[src/sv/usp_pkg.sv]
`timescale 1ns / 1ps
`default_nettype none
// ----------------------------------------------------------------------------
// usp_pkg
// Shared types, constants and byte classification for the UTF-8 sanitizer.
// ----------------------------------------------------------------------------
package usp_pkg;

	localparam int QUEUE_DEPTH_DEF = 2;
	localparam int HELD_DEPTH      = 3;
	localparam int PKT_LANES       = 4;

	localparam logic [7:0] REPL_RESET = 8'h3F;
	localparam logic [1:0] CONT_TAG   = 2'b10;

	localparam logic [7:0] LEAD2_LO = 8'hC0;
	localparam logic [7:0] LEAD2_HI = 8'hDF;
	localparam logic [7:0] LEAD3_LO = 8'hE0;
	localparam logic [7:0] LEAD3_HI = 8'hEF;
	localparam logic [7:0] LEAD4_LO = 8'hF0;
	localparam logic [7:0] LEAD4_HI = 8'hF7;

	localparam logic [2:0] LEN_NONE = 3'd0;
	localparam logic [2:0] LEN_TWO  = 3'd2;
	localparam logic [2:0] LEN_THREE = 3'd3;
	localparam logic [2:0] LEN_FOUR = 3'd4;

	typedef logic [7:0] byte_t;

	typedef struct packed {
		logic [PKT_LANES-1:0][7:0] bytes;
		logic [2:0]                n;
		logic                      last;
	} pkt_t;

	function automatic logic [2:0] lead_len(input logic [7:0] b);
		logic [2:0] len;
		len = LEN_NONE;
		if (b >= LEAD2_LO && b <= LEAD2_HI)
			len = LEN_TWO;
		else if (b >= LEAD3_LO && b <= LEAD3_HI)
			len = LEN_THREE;
		else if (b >= LEAD4_LO && b <= LEAD4_HI)
			len = LEN_FOUR;
		return len;
	endfunction

endpackage
`default_nettype wire

[src/sv/usp_front.sv]
`timescale 1ns / 1ps
`default_nettype none
// ----------------------------------------------------------------------------
// usp_front
// Accepts input bytes, tracks the open sequence and builds one output packet
// of up to four bytes per item.
// ----------------------------------------------------------------------------
module usp_front
	import usp_pkg::*;
(
	input  wire logic  clk,
	input  wire logic  arst_n,
	input  wire logic  in_valid,
	output logic       in_ready,
	input  wire byte_t in_byte,
	input  wire logic  in_last,
	input  wire byte_t repl,
	input  wire logic  queue_full,
	output logic       push,
	output pkt_t       pkt
);

	logic [2:0] needed_q;
	logic [1:0] cnt_q;
	byte_t      held_q [HELD_DEPTH];

	logic [2:0] needed_d;
	logic [1:0] cnt_d;
	logic       held_wr;
	logic [1:0] held_idx;

	logic       is_cont;
	logic [2:0] len;
	logic       f_put;
	logic       f_hold;
	byte_t      f_byte;

	logic [1:0] k;
	logic       pre_held;
	logic       tail_en;
	byte_t      tail;
	logic       accept;

	assign is_cont = (in_byte[7:6] == CONT_TAG);
	assign len     = lead_len(in_byte);

	always_comb begin
		f_put  = 1'b0;
		f_hold = 1'b0;
		f_byte = repl;
		if (!in_byte[7]) begin
			f_put  = 1'b1;
			f_byte = in_byte;
		end else if (len != LEN_NONE && !in_last) begin
			f_hold = 1'b1;
		end else begin
			f_put = 1'b1;
		end
	end

	always_comb begin
		k        = 2'd0;
		pre_held = 1'b0;
		tail_en  = 1'b0;
		tail     = in_byte;
		needed_d = needed_q;
		cnt_d    = cnt_q;
		held_wr  = 1'b0;
		held_idx = 2'd0;
		if (needed_q != LEN_NONE && is_cont) begin
			if (({1'b0, cnt_q} + 3'd1) >= needed_q) begin
				k        = cnt_q;
				pre_held = 1'b1;
				tail_en  = 1'b1;
				needed_d = LEN_NONE;
				cnt_d    = 2'd0;
			end else if (in_last) begin
				k        = cnt_q;
				tail_en  = 1'b1;
				tail     = repl;
				needed_d = LEN_NONE;
				cnt_d    = 2'd0;
			end else begin
				held_wr  = 1'b1;
				held_idx = cnt_q;
				cnt_d    = cnt_q + 2'd1;
			end
		end else begin
			// flush a broken sequence, then handle the byte fresh
			if (needed_q != LEN_NONE)
				k = cnt_q;
			needed_d = LEN_NONE;
			cnt_d    = 2'd0;
			tail_en  = f_put;
			tail     = f_byte;
			if (f_hold) begin
				held_wr  = 1'b1;
				held_idx = 2'd0;
				cnt_d    = 2'd1;
				needed_d = len;
			end
		end
	end

	always_comb begin
		for (int i = 0; i < HELD_DEPTH; i++) begin
			if (2'(i) < k)
				pkt.bytes[i] = pre_held ? held_q[i] : repl;
			else if (2'(i) == k)
				pkt.bytes[i] = tail;
			else
				pkt.bytes[i] = repl;
		end
		pkt.bytes[PKT_LANES-1] = (k == 2'd3) ? tail : repl;
		pkt.n    = {1'b0, k} + {2'b00, tail_en};
		pkt.last = in_last;
	end

	assign in_ready = !queue_full;
	assign accept   = in_valid && in_ready;
	assign push     = accept && (pkt.n != 3'd0);

	always_ff @(posedge clk or negedge arst_n) begin
		if (!arst_n) begin
			needed_q <= LEN_NONE;
			cnt_q    <= 2'd0;
		end else if (accept) begin
			needed_q <= needed_d;
			cnt_q    <= cnt_d;
		end
	end

	always_ff @(posedge clk) begin
		if (accept && held_wr)
			held_q[held_idx] <= in_byte;
	end

endmodule
`default_nettype wire

[src/sv/usp_queue.sv]
`timescale 1ns / 1ps
`default_nettype none
// ----------------------------------------------------------------------------
// usp_queue
// Short packet queue between the front and the back.
// ----------------------------------------------------------------------------
module usp_queue
	import usp_pkg::*;
#(
	parameter int DEPTH = QUEUE_DEPTH_DEF
) (
	input  wire logic clk,
	input  wire logic arst_n,
	input  wire logic push,
	input  wire pkt_t wr_pkt,
	input  wire logic pop,
	output logic      full,
	output logic      valid,
	output pkt_t      head
);

	localparam int PTR_W = (DEPTH > 1) ? $clog2(DEPTH) : 1;
	localparam int CNT_W = $clog2(DEPTH + 1);

	pkt_t             mem_q [DEPTH];
	logic [PTR_W-1:0] wr_ptr_q;
	logic [PTR_W-1:0] rd_ptr_q;
	logic [CNT_W-1:0] count_q;

	assign full  = (count_q == CNT_W'(DEPTH));
	assign valid = (count_q != '0);
	assign head  = mem_q[rd_ptr_q];

	always_ff @(posedge clk or negedge arst_n) begin
		if (!arst_n) begin
			wr_ptr_q <= '0;
			rd_ptr_q <= '0;
			count_q  <= '0;
		end else begin
			if (push)
				wr_ptr_q <= (wr_ptr_q == PTR_W'(DEPTH - 1)) ? '0 : wr_ptr_q + 1'b1;
			if (pop)
				rd_ptr_q <= (rd_ptr_q == PTR_W'(DEPTH - 1)) ? '0 : rd_ptr_q + 1'b1;
			if (push && !pop)
				count_q <= count_q + 1'b1;
			else if (pop && !push)
				count_q <= count_q - 1'b1;
		end
	end

	always_ff @(posedge clk) begin
		if (push)
			mem_q[wr_ptr_q] <= wr_pkt;
	end

endmodule
`default_nettype wire

[src/sv/usp_back.sv]
`timescale 1ns / 1ps
`default_nettype none
// ----------------------------------------------------------------------------
// usp_back
// Takes packets from the queue and sends their bytes out one per cycle while out_ready is high.
// ----------------------------------------------------------------------------
module usp_back
	import usp_pkg::*;
(
	input  wire logic clk,
	input  wire logic arst_n,
	input  wire logic queue_valid,
	input  wire pkt_t head,
	output logic      pop,
	output logic      out_valid,
	input  wire logic out_ready,
	output byte_t     out_byte,
	output logic      out_last
);

	logic       busy_q;
	pkt_t       pkt_q;
	logic [1:0] idx_q;
	logic       end_lane;
	logic       out_acc;

	assign end_lane  = (({1'b0, idx_q} + 3'd1) == pkt_q.n);
	assign out_valid = busy_q;
	assign out_byte  = pkt_q.bytes[idx_q];
	assign out_last  = pkt_q.last && end_lane;
	assign out_acc   = busy_q && out_ready;
	assign pop       = queue_valid && (!busy_q || (out_acc && end_lane));

	always_ff @(posedge clk or negedge arst_n) begin
		if (!arst_n) begin
			busy_q <= 1'b0;
			idx_q  <= 2'd0;
		end else if (pop) begin
			busy_q <= 1'b1;
			idx_q  <= 2'd0;
		end else if (out_acc) begin
			if (end_lane)
				busy_q <= 1'b0;
			else
				idx_q <= idx_q + 2'd1;
		end
	end

	always_ff @(posedge clk) begin
		if (pop)
			pkt_q <= head;
	end

endmodule
`default_nettype wire

[src/sv/utf8_sanitizer_stream.sv]
`timescale 1ns / 1ps
`default_nettype none
// ----------------------------------------------------------------------------
// utf8_sanitizer_stream
// Streaming UTF-8 cleaner: passes well-formed sequences, replaces bad bytes.
// ----------------------------------------------------------------------------
// channel | direction | handshake           | payload
// in      | sink      | in_valid/in_ready   | in_byte, in_last
// out     | source    | out_valid/out_ready | out_byte, out_last
// cfg     | sink      | cfg_valid/cfg_ready | cfg_data (replacement byte)
//
// One input item per cycle while the packet queue has room; each item yields
// 0 to 4 output bytes, sent one per cycle while out_ready is high, so the
// output port sets the rate: one byte in per byte out.
// Reset clears the open sequence, the queue and the output stage; the
// replacement byte resets to 0x3F. cfg_ready is always high.
// The front stalls only when the packet queue is full.
// ----------------------------------------------------------------------------
module utf8_sanitizer_stream
	import usp_pkg::*;
#(
	parameter int QUEUE_DEPTH = QUEUE_DEPTH_DEF
) (
	input  wire logic  clk,
	input  wire logic  arst_n,
	input  wire logic  in_valid,
	output logic       in_ready,
	input  wire byte_t in_byte,
	input  wire logic  in_last,
	output logic       out_valid,
	input  wire logic  out_ready,
	output byte_t      out_byte,
	output logic       out_last,
	input  wire logic  cfg_valid,
	output logic       cfg_ready,
	input  wire byte_t cfg_data
);

	byte_t repl_q;
	logic  queue_full;
	logic  queue_valid;
	logic  push;
	logic  pop;
	pkt_t  front_pkt;
	pkt_t  head_pkt;

	assign cfg_ready = 1'b1;

	always_ff @(posedge clk or negedge arst_n) begin
		if (!arst_n)
			repl_q <= REPL_RESET;
		else if (cfg_valid && cfg_ready)
			repl_q <= cfg_data;
	end

	usp_front u_front (
		.clk        (clk),
		.arst_n     (arst_n),
		.in_valid   (in_valid),
		.in_ready   (in_ready),
		.in_byte    (in_byte),
		.in_last    (in_last),
		.repl       (repl_q),
		.queue_full (queue_full),
		.push       (push),
		.pkt        (front_pkt)
	);

	usp_queue #(
		.DEPTH (QUEUE_DEPTH)
	) u_queue (
		.clk    (clk),
		.arst_n (arst_n),
		.push   (push),
		.wr_pkt (front_pkt),
		.pop    (pop),
		.full   (queue_full),
		.valid  (queue_valid),
		.head   (head_pkt)
	);

	usp_back u_back (
		.clk         (clk),
		.arst_n      (arst_n),
		.queue_valid (queue_valid),
		.head        (head_pkt),
		.pop         (pop),
		.out_valid   (out_valid),
		.out_ready   (out_ready),
		.out_byte    (out_byte),
		.out_last    (out_last)
	);

endmodule
`default_nettype wire

[config.mk]
export PLATFORM = sky130hd
export DESIGN_NAME = utf8_sanitizer_stream
export DESIGN_NICKNAME = d
export VERILOG_FILES = /design/src/sv/usp_pkg.sv /design/src/sv/usp_front.sv /design/src/sv/usp_queue.sv /design/src/sv/usp_back.sv /design/src/sv/utf8_sanitizer_stream.sv
export SDC_FILE = /design/constraint.sdc
export NUM_CORES = 1
export LEC_CHECK = 0
export BUFFER_PORTS_ARGS = -buffer_cell sky130_fd_sc_hd__buf_2
export CORE_MARGIN = 5
export CORE_UTILIZATION = 58
export DETAILED_ROUTE_END_ITERATION = 10
export HOLD_SLACK_MARGIN = 0.08
export MAX_ROUTING_LAYER = met4
export PLACE_DENSITY_LB_ADDON = 0.2
export SYNTH_ARGS = -nofsm -noshare
export SYNTH_HDL_FRONTEND = slang
export SYNTH_SLANG_ARGS = --single-unit
[constraint.sdc]
create_clock -name clk -period 12.4 [get_ports clk]
set_input_delay 2.48 -clock clk [delete_from_list [all_inputs] [get_ports clk]]
set_output_delay 2.48 -clock clk [all_outputs]
set_load 0.005 [all_outputs]
# Yosys cells after proc, flatten, opt, wreduce, memory -nomap -nowiden
# Memories as Yosys holds them, arrays and structs flattened. A register that Yosys moved wholly into a read port is not among the register bits.
# Cells that the tools add are included.
# word_totals
ram_bits	96
mem_bits_ro	0
latchBits	0
out_inout_bits	12
register_bits	20
elab_cells	130
n_memories	2
# classes
n_lt_le_gt_ge	11
bitwise	0
shifts	0
mul	0
div	0
n_eq_ne	8
n_addsub	9
n_reduce_logical	31
muxes	61
# memory_table
name	words	word_bits	rd	rd_clocked_by_memory_dff	wr	line_no	text
u_queue.mem_q	2	36	1	1	1	usp_queue.sv:25	pkt_t mem_q [DEPTH];
u_front.held_q	3	8	3	0	1	usp_front.sv:25	byte_t held_q [HELD_DEPTH];
# ops
op	n
2-to-1 mux 8 bit	15
2-to-1 mux 2 bit	15
greater-or-equal comparator 8 bit, second input constant	3
<= comparator 8 bit, second input constant	3
2-to-1 mux 1 bit	23
2-to-1 mux 3 bit	7
binary-select mux 8 bit (select 2 bit)	1
logical AND 1 bit	14
nonzero test 3 bit	3
nonzero test 2 bit	4
adder 2 x 1 -> 2 bit, second input constant	3
adder 2 x 1 -> 3 bit, second input constant	2
== test 2 bit, second input constant	3
AND reduction 2 bit	3
logical NOT 1 bit	5
< comparator 1 x 2 -> 1 bit, first input constant	2
adder 2 x 1 -> 3 bit	1
== test 3 bit	1
greater-or-equal comparator 3 bit	1
< comparator 2 x 3 -> 1 bit, second input constant	1
inequality test 3 bit, second input constant	1
adder 1 bit, second input constant	2
== test 1 x 2 -> 1 bit, first input constant	1
== test 2 bit, first input constant	1
other kinds (5)	5

# Logic depth before layout (Yosys ltp)
# Gate-level depths: netlist of run 1.
# logic_depth
ltp_word	17
mapped_depth	15
depth_no_buf	14

# Cells and area by module
# From an unflattened synthesis of run 1, not the netlist that was laid out.
# hier_totals
hier_cells	419
area_unflattened_um2	6966.7
# modules_own_cells
mod	n_inst	area_per_inst_um2	cells_each
usp_queue	1	2936.6	128
usp_front	1	2164.6	200
usp_back	1	1515.2	72
utf8_sanitizer_stream	1	350.3	19

# Worst setup path after synthesis of run 1
# Ideal clock, no wire load.
# synth_path
path_type	input to register
startpoint	input port in_byte[7]
endpoint	memory u_queue.mem_q[0][0] (netlist name), enable pin
setup_ns	0.429
t_required_ns	11.971
n_path_buf	1
arrival_ns	5.449
setup_slack_ns	6.522
stages	9
path_cell_list	buf_6 -> nand2b_1 -> nor2_1 -> nand3_2 -> and2_1 -> ha_1 -> ha_1 -> o311ai_0 -> nor2_1
# synth_lines
element	line_no	text
start: declaration	utf8_sanitizer_stream.sv:28	input wire byte_t in_byte,
end: declaration	usp_queue.sv:25	

==> results of run 1 <==
## registers in the layout, summed over array words and instances (netlist names)
signal,cells
u_front.cnt_q,2
repl_q,8
u_back.idx_q,2
u_front.held_q,24
u_back.pkt_q,36
u_queue.rd_ptr_q,1
u_queue.wr_ptr_q,1
u_back.out_valid,1
u_queue.count_q,2
u_queue.mem_q,72
u_front.needed_q,3
## logic make-up (layout without fill, tap and decap cells)
kind of cell / count (synthesis) / in the layout / share of synthesized area [%]
fa+ha+maj: 8 / 8 / 1.48
simple gates: 112 / 112 / 9.01
compound gates: 63 / 63 / 7.73
flops: 152 / 152 / 66.1
buf+inv: 27 / 79 / 2.03
mux: 66 / 66 / 12.6
other cells: 1 / 1 / 0.0554
xor+xnor: 8 / 8 / 1.04
## worst register-to-register path, stage by stage (launching register included)
cell	delay, ns
dfrtp_1	0.90
ha_1	0.39
ha_1	0.36
a31oi_4	0.21
a21oi_1	0.91
ha_1	0.40
o311ai_0	0.83
inv_1	0.14
and2_1	0.20
buf_4	0.28
## stage by stage
step                      area, µm²  cells
after floorplan                6770    437
after global placement         7050    600
after detailed placement       7050    600
after CTS                      7660    632
after global routing           7660    632
final                          7660    632
## where the power goes
group	total, mW	switching (mW)	internal (mW)
clock	0.526	0.193	0.333
sequential	0.756	0.0575	0.699
combinational	0.361	0.194	0.168
total	1.64	0.445	1.20
## worst paths after layout
check	slack [ns]	end	cells past startpoint
worst max-delay path	6.82	u_queue.mem_q[1][22]	9
worst min-delay path	0.54	u_queue.count_q[1]	1
worst max register to register	7.46	u_queue.mem_q[1][22]	9
worst min register to register	0.54	u_queue.count_q[1]	1
max in group asynchronous	10.01	repl_q[4]	1
min in group asynchronous	2.03	u_queue.count_q[0]	1
## cell usage after synthesis (2+ instances only)
master / count / share of area, %
a21o_1: 3 / 0.33
a21oi_1: 8 / 0.59
a221o_1: 12 / 1.8
a22o_1: 2 / 0.26
and2_1: 14 / 1.3
buf_1: 2 / 0.11
buf_2: 2 / 0.15
buf_4: 3 / 0.33
buf_6: 3 / 0.50
clkbuf_1: 7 / 0.39
dfrtp_1: 14 / 5.2
dfstp_2: 6 / 2.3
edfxtp_1: 132 / 59
ha_1: 8 / 1.5
inv_1: 8 / 0.44
mux2_2: 48 / 8.0
mux2_4: 6 / 1.3
mux2i_1: 4 / 0.59
mux4_2: 8 / 2.7
nand2_1: 18 / 1.0
nand2b_1: 3 / 0.28
nand3_1: 5 / 0.37
nor2_1: 20 / 1.1
nor2_2: 3 / 0.28
nor3_1: 18 / 1.3
nor4_1: 7 / 0.65
o211ai_1: 2 / 0.22
o21ai_0: 8 / 0.59
o22ai_1: 2 / 0.18
o31ai_1: 6 / 0.67
or3_1: 8 / 0.74
or4_1: 6 / 0.67
xnor2_1: 4 / 0.52
xor2_1: 4 / 0.52
## routing by layer
layer,global-route usage (%),vias to the layer above
li1,-,1798
met1,26.9,1915
met2,32.7,122
met3,4.52,19
met4,7.38,0
met5,-,-
## area by class of cell
type,instances,area [µm²]
clock inverter,15,183
sequential,152,4470
inverter,10,37.5
clock buffer,17,425
fill,812,3760
timing repair buffer,37,198
tap,143,179
multi-input combinational,258,2160
==> flow_metrics.py, run 1 <==
metrics = {
    "status": {
        "outcome": "finished, final reports clean",
    },
    "floorplan": {
        "die_area_um2": 13900,
        "die_w_um": 118,
        "core_um2": 11400,
        "die_h_um": 118,
        "io_pins": 34,
        "start_util_pct": 59.3,
        "rows": 39,
    },
    "detailed_routing": {
        "vias": 3854,
        "first_pass_iters": 5,
        "drt-initial-drc-count": 344,
        "wl_met3_um": 632,
        "topRoutingLayerUsed": "met4",
        "wirelength_um": 13200,
        "drtAntennaViolNets": 0,
        "m1WireLength_um": 5660,
        "drc": 0,
        "met2_length_um": 6700,
        "wl_per_cell_um": 20.9,
        "routed_via_density": 6.10,
    },
    "critical_path": {
        "worstSetupStartpointType": "input port",
        "cp_max_fo": 36,
        "arrival_ns": 5.70,
        "path_delay_family": "compound AO/OA/AOI/OAI gates",
        "crit_type": "in2reg",
        "path_buf_inv": 3,
        "crit_required_ns": 12.51,
        "worst_setup_path_end_kind": "flip-flop",
        "worstReg2RegStart": "u_front.cnt_q[0]",
        "cp_slowest_cell": "a21oi_1",
        "cp_slowest_stage_delay_ns": 0.88,
        "path_cells": "buf_2, nand2b_1, nor2_1, a21oi_1, ha_1, o311ai_0, inv_1, and2_1, buf_4",
        "cp-startpoint": "in_byte[6]",
    },
    "sta": {
        "period_needed_ns": 5.58,
        "holdWs_ns": 0.535,
        "slew_viol_final": 0,
        "slew_headroom_pct": 25.8,
        "setup_viol": 0,
        "tns_ns": 0,
        "fin_skew_ns": 0.00543,
        "worst_pin_slew_ns": 1.11,
        "hold_viol_final": 0,
        "rsz0062_at_grt": "false",
        "fmax_mhz": 179,
        "setup_ws_ns": 6.82,
        "finalCritPeriodShare_pct": 45.0,
    },
    "synth": {
        "synthArstFlopShare_pct": 13.2,
        "synth_fp_nets": 467,
        "synth-edff-count": 132,
        "yosysSeqAreaShare_pct": 66.1,
        "synth_seq_cells": 152,
        "syn_avg_cell_area_um2": 15.5,
        "synth_cell_types": 67,
        "synth_area_um2": 6770,
        "yosys_warnings": 0,
        "synthCells": 437,
        "synth_ff_type": "edfxtp_1",
    },
    "pwr": {
        "total_power_mw": 1.64,
        "powerDensity_nw_per_um2": 215,
        "p_leak_nw": 2.71,
        "max-vdd-ir-drop_v": 0.000163,
    },
    "placement": {
        "dpl.hpwl_um": 8810,
        "place_ws_ns": 6.44,
        "gp_congestion": 0.917,
        "portBuffers": 32,
    },
    "cells_and_area": {
        "fin_util_pct": 67.1,
        "layout_common_cells": "edfxtp_1, mux2_2, buf_2",
        "nets": 506,
        "area_growth_pct": 13.2,
        "final_common_cell": "edfxtp_1",
        "drive_above_1_share_pct": 31.3,
        "n_antenna_cell": 0,
    },
    "hold_path": {
        "holdCritStartpoint": "u_queue.count_q[1]",
        "min_path_type": "reg2reg",
    },
    "cts": {
        "clk_pin_slew_ns": 0.06,
        "cts_buffers": 17,
        "clock-root-buffer": "clkbuf_16",
        "h-tree-depth": 4,
        "clk_latency_ns": 0.42,
        "hold_buffers": 0,
        "clk_path_buf_depth": 2,
        "ctsResizeCount": 0,
        "cts.sinks": 152,
        "post_cts_buffers": 0,
        "cts_tree": "yes",
    },
    "global_routing": {
        "grt_usage_pct": 20.8,
        "grt_pass1_wl_um": 21600,
        "overflow": 0,
        "grt_max_degree": 38,
        "antenna_found_initial": 0,
        "grt_pass1_vias": 3939,
    },
    "job": {
        "maxCapViolCount": 0,
    },
}
Power figures use the tool's default switching activity.
==> run 2, diff against run 1 <==
- ABC_AREA: not set -> 1
- clock period: 12.4 -> 5.25 ns (I/O delays scaled with it)
==> run 2 against run 1 <==
Effect of this change:
- non-clock buffer count increased by 1
- clock power increased by 140%
- routed wire length increased by 7.9%
- flip-flop and latch count unchanged
- total power increased to 2.7 times the previous value
- first-iteration DRC count increased by 27%
- critical path type is now reg2reg
- core utilization decreased by 0.77 points
- clock-buffer cell count increased by 1
- combinational power increased to 3.5 times the previous value
- register-to-register slack got worse by 6.2 ns
==> flow_metrics.py, run 2 <==
metrics = {
    "status": {
        "outcome": "finished, final reports clean",
    },
    "sta": {
        "finalCritPeriodShare_pct": 76.7,
        "period_needed_ns": 4.03,
        "worst_pin_slew_ns": 1.05,
        "slew_viol_final": 0,
        "slew_headroom_pct": 30.2,
        "fin_skew_ns": 0.00780,
        "rsz0062_at_grt": "false",
        "setup_viol": 0,
        "holdWs_ns": 0.482,
        "hold_viol_final": 0,
        "fmax_mhz": 248,
        "setup_ws_ns": 1.22,
        "tns_ns": 0,
    },
    "synth": {
        "synth-adder-area-share_pct": 1.43,
        "synth_top_family_by_area": "simple AND/OR/NAND/NOR gates",
        "synth_cell_types": 30,
        "synthTopCellsByCount": "nand2_1, edfxtp_1, nand3_1, o21ai_0, inv_1",
        "synth_seq_cells": 152,
        "synthCells": 717,
        "synth-xor-area-share_pct": 0.625,
        "synth_area_um2": 7010,
        "yosysSeqAreaShare_pct": 63.8,
        "synth.area.top_cells": "edfxtp_1, nand2_1, dfrtp_1",
        "yosysMostFrequentCell": "nand2_1",
        "synth_mux_area_share_pct": 0,
        "syn_avg_cell_area_um2": 9.78,
        "synth_ff_type": "edfxtp_1",
        "synth-compound-area-share_pct": 5.94,
        "netlist.top_cell.by_area": "edfxtp_1",
        "yosys_warnings": 0,
        "synthArstFlopShare_pct": 13.2,
        "synth_fp_nets": 747,
        "synth-edff-count": 132,
        "yosys.area_share.simple_pct": 23.9,
        "yosysTopAreaCellShare_pct": 56.6,
    },
    "placement": {
        "placed_area_um2": 7290,
        "gp_congestion": 0.960,
        "place_ws_ns": 1.26,
        "dpl.hpwl_um": 10200,
        "portBuffers": 32,
        "dp.cells": 877,
    },
    "cells_and_area": {
        "design_area_um2": 7900,
        "reg_top3": "u_queue.mem_q x72, u_back.pkt_q x36, u_front.held_q x24",
        "layout_common_cells": "nand2_1, edfxtp_1, nand3_1",
        "n_antenna_cell": 0,
        "drive_above_1_share_pct": 12.9,
        "fin_util_pct": 66.3,
        "nets": 779,
        "stdcell_count": 909,
        "top_register": "u_queue.mem_q",
        "final_common_cell": "nand2_1",
        "area_growth_pct": 12.7,
        "largest_reg_flops": 72,
    },
    "detailed_routing": {
        "wl_per_cell_um": 15.7,
        "wirelength_um": 14200,
        "drt-initial-drc-count": 438,
        "first_pass_iters": 7,
        "routed_via_density": 5.34,
        "vias": 4857,
        "drtAntennaViolNets": 0,
        "drc": 0,
    },
    "cts": {
        "clk_latency_ns": 0.42,
        "clk_pin_slew_ns": 0.06,
        "clock-root-buffer": "clkbuf_16",
        "h-tree-depth": 4,
        "cts_tree": "yes",
        "clk_path_buf_depth": 2,
        "cts_buffers": 17,
        "cts.sinks": 152,
        "post_cts_buffers": 0,
        "hold_buffers": 0,
        "ctsResizeCount": 0,
    },
    "critical_path": {
        "crit_top_cell": "ha_1",
        "arrival_ns": 4.09,
        "crit_type": "reg2reg",
        "worst_setup_path_end_kind": "flip-flop",
        "worstRegToRegCells": 15,
        "crit_required_ns": 5.31,
        "r2r_slack_ns": 1.22,
        "cp_max_fo": 37,
        "cp_slowest_stage_delay_ns": 0.64,
        "path_cells": "ha_1, ha_1, nand2_1, inv_1, nand2_2, nand2_4, o21ai_0, inv_1, ha_1, ha_1, nor3_1, nor2_1, inv_1, nor2_2, buf_4",
        "cp_slowest_cell": "dfrtp_1",
        "worstSetupStartpointType": "flip-flop",
    },
    "floorplan": {
        "core_um2": 11900,
        "die_area_um2": 14400,
        "start_util_pct": 58.8,
        "die_w_um": 120,
        "die_h_um": 120,
        "io_pins": 34,
        "rows": 40,
    },
    "global_routing": {
        "grt_pass1_vias": 4525,
        "grt_max_degree": 39,
        "grt_usage_pct": 21.5,
        "grt_pass1_wl_um": 23000,
        "antenna_found_initial": 0,
        "overflow": 0,
    },
    "pwr": {
        "p_leak_nw": 3.35,
        "max-vdd-ir-drop_v": 0.000272,
        "total_power_mw": 4.43,
        "powerDensity_nw_per_um2": 562,
    },
    "job": {
        "maxCapViolCount": 0,
    },
    "hold_path": {
        "min_path_type": "reg2reg",
        "holdPathStages": 1,
    },
}
==> run 2: critical path, delay by kind of cell, from the launching register on <==
| family | cells | cell delay [ns] |
|---|---|---|
| flip-flops | 1 | 0.64 |
| AND/OR/NAND/NOR | 6 | 0.89 |
| AO/OA/AOI/OAI | 1 | 0.29 |
| buffers and inverters | 4 | 0.66 |
| adder cells (fa/ha/maj) | 4 | 1.15 |
==> run 2: cell families (layout without fill, tap and decap cells) <==
group / after synthesis / count (layout)
compound gates: 70 / 70
xor+xnor: 5 / 5
fa+ha+maj: 8 / 8
buf+inv: 72 / 117
flops: 152 / 152
other cells: 1 / 1
simple gates: 409 / 409
==> run 2: worst paths after layout <==
check | from | to
max reg2reg | u_front.cnt_q[0] | u_queue.mem_q[1][19]
min | u_queue.count_q[0] | u_queue.count_q[0]
max | u_front.cnt_q[0] | u_queue.mem_q[1][19]
max in group asynchronous | arst_n | repl_q[7]
min in group asynchronous | arst_n | u_back.idx_q[0]
min reg2reg | u_queue.count_q[0] | u_queue.count_q[0]
==> run 2: where the power goes <==
group	internal, mW	switching [mW]	total (mW)
registers	1.78	0.133	1.92
clock network	0.788	0.452	1.24
logic	0.376	0.903	1.28
==> run 2: cell type report <==
class	count	area [µm²]
flip-flops and latches	152	4470
inverters	47	176
fillers	924	4010
clock buffers	18	429
repair buffers	38	205
well taps	147	184
multi-input cells	493	2250
clock inverters	14	181
==> run 2: routing by layer <==
layer | share of wire (%) | global-route usage (%)
met5 | 0 | -
met4 | 2.8 | 9.16
met3 | 5.6 | 5.00
met2 | 47 | 32.4
met1 | 44 | 28.2
==> run 3, diff against run 2 <==
- CORE_UTILIZATION: 58 -> 55
- clock period: 5.25 -> 3.7 ns (I/O delays scaled with it)
==> run 3 against run 2 <==
Effect of this change:
- register-to-register slack got worse by 0.93 ns
- setup slack got worse by 0.93 ns
- critical path depth unchanged
- sequential share of layout area decreased by 0.84 points
- first-iteration DRC count increased by 36%
- hold slack got worse by 0.20 ns
- fmax increased by 18%
- clock power increased by 52%
- non-clock buffer count increased by 3
- clock skew increased by 0.0024 ns
- critical path type unchanged
- largest cell class unchanged
- largest power group unchanged
==> flow_metrics.py, run 3 (synthesis gave the netlist of run 2 again) <==
metrics = {
    "global_routing": {
        "overflow": 0,
        "grt_max_degree": 39,
        "antenna_found_initial": 0,
        "grt_usage_pct": 21.4,
        "grt_pass1_wl_um": 23800,
        "grt_pass1_vias": 4706,
    },
    "critical_path": {
        "crit_type": "reg2reg",
        "endpoint": "u_queue.mem_q[1][19]",
        "cp-startpoint": "u_front.cnt_q[1]",
        "worstSetupStartpointType": "flip-flop",
        "crit_top_cell": "ha_1",
        "arrival_ns": 3.51,
        "cp_slowest_cell": "dfrtp_1",
        "path_delay_family": "adder cells",
        "path_cells": "ha_1, ha_1, nand2_1, inv_1, nand2_2, nand2_4, o21ai_0, inv_1, ha_1, ha_1, nor3_1, nor2_1, inv_1, nor2_2, buf_4",
        "worstRegToRegCells": 15,
        "reg2reg_to": "u_queue.mem_q[1][19]",
        "worst_setup_path_end_kind": "flip-flop",
        "cp_slowest_stage_delay_ns": 0.41,
        "crit_required_ns": 3.80,
        "cp_max_fo": 19,
        "worst-path-stages": 15,
        "worstReg2RegStart": "u_front.cnt_q[1]",
        "r2r_slack_ns": 0.29,
        "path_buf_inv": 4,
    },
    "cts": {
        "clk_path_buf_depth": 2,
        "hold_buffers": 0,
        "cts.sinks": 152,
        "post_cts_buffers": 0,
        "cts_buffers": 17,
        "clock-root-buffer": "clkbuf_16",
        "clk_pin_slew_ns": 0.06,
        "ctsResizeCount": 0,
        "h-tree-depth": 4,
        "clk_latency_ns": 0.42,
        "cts_tree": "yes",
    },
    "detailed_routing": {
        "wl_per_cell_um": 15.4,
        "drt-initial-drc-count": 597,
        "drc": 0,
        "drtAntennaViolNets": 0,
        "routed_via_density": 5.23,
        "vias": 4904,
        "wirelength_um": 14400,
        "first_pass_iters": 5,
    },
    "pwr": {
        "powerDensity_nw_per_um2": 807,
        "p_leak_nw": 3.39,
        "max-vdd-ir-drop_v": 0.000364,
    },
    "sta": {
        "tns_ns": 0,
        "hold_viol_final": 0,
        "slew_viol_final": 0,
        "fin_skew_ns": 0.0102,
        "slew_headroom_pct": 44.3,
        "period_needed_ns": 3.41,
        "finalCritPeriodShare_pct": 92.1,
        "setup_viol": 0,
        "rsz0062_at_grt": "false",
        "worst_pin_slew_ns": 0.835,
        "fmax_mhz": 293,
    },
    "cells_and_area": {
        "fin_util_pct": 63.8,
        "drive_above_1_share_pct": 13.5,
        "design_area_um2": 8020,
        "layout_common_cells": "nand2_1, edfxtp_1, nand3_1",
        "n_antenna_cell": 0,
        "top_register": "u_queue.mem_q",
        "final_common_cell": "nand2_1",
        "reg_top3": "u_queue.mem_q x72, u_back.pkt_q x36, u_front.held_q x24",
        "area_growth_pct": 14.4,
        "nets": 782,
        "largest_reg_flops": 72,
        "fillers": 1054,
    },
    "floorplan": {
        "io_pins": 34,
        "start_util_pct": 55.8,
        "die_h_um": 123,
        "die_w_um": 123,
        "core_um2": 12600,
        "die_area_um2": 15100,
        "rows": 41,
    },
    "placement": {
        "gp_congestion": 0.941,
        "portBuffers": 32,
        "placed_area_um2": 7370,
        "dpl.hpwl_um": 10300,
    },
    "job": {
        "maxCapViolCount": 0,
    },
    "status": {
        "outcome": "finished, final reports clean",
    },
    "hold_path": {
        "min_path_type": "in2async",
    },
}
run 3: changes by cell type in the layout (fill, tap and decap cells not counted):
cell        change
buf_12          +2
inv_6           +1
clkinv_2        -1
clkinv_1        -2
clkinvlp_4      -2
bufinv_16       +1
clkinv_4        +2
inv_8           +1
buf_4           +1
run 3: cell type report:
class | count | area (µm²) | area share [%]
clock buffer | 18 | 429 | 5.35
clock inverter | 14 | 221 | 2.76
inverter | 47 | 176 | 2.20
multi-input combinational | 493 | 2250 | 28.1
sequential | 152 | 4470 | 55.8
tap | 172 | 215 | 2.68
timing repair buffer | 41 | 253 | 3.15
run 3: stage by stage:
| step | instances | worst slack [ns] | power (mW) | hold slack (ns) |
|---|---|---|---|---|
| after floorplan | 717 | -0.0565 | 4.04 | 0.444 |
| after global placement | 905 | 0.295 | 4.56 | 0.461 |
| after detailed placement | 905 | 0.186 | 4.63 | 0.484 |
| after CTS | 937 | 0.257 | 6.51 | 0.292 |
| after global routing | 937 | 0.0438 | 6.88 | 0.319 |
| final | 937 | 0.292 | 6.47 | 0.286 |
run 3: routing by layer:
| layer | vias to the layer above | GRT usage [%] | share of wire (%) |
|---|---|---|---|
| met4 | 0 | 7.07 | 1.6 |
| li1 | 2470 | - | - |
| met1 | 2267 | 29.5 | 46 |
| met2 | 149 | 31.9 | 47 |
| met3 | 18 | 4.53 | 5.6 |
| met5 | - | - | 0 |
run 3: how the worst min path moves through the flow:
stage	from	slack (ns)	end	cells after the start
after floorplan	arst_n	0.44	repl_q[6]	0
after global placement	u_queue.count_q[0]	0.46	u_queue.count_q[0]	1
after detailed placement	u_queue.count_q[0]	0.48	u_queue.count_q[0]	1
after CTS	arst_n	0.29	u_back.out_valid	1
after global routing	arst_n	0.32	u_back.out_valid	1
final	arst_n	0.29	u_back.idx_q[1]	1
run 3: where the power goes:
| part | internal [mW] | switching (mW) | total (mW) |
|---|---|---|---|
| Clock | 1.20 | 0.675 | 1.88 |
| Combinational | 0.575 | 1.31 | 1.89 |
| Sequential | 2.52 | 0.177 | 2.70 |
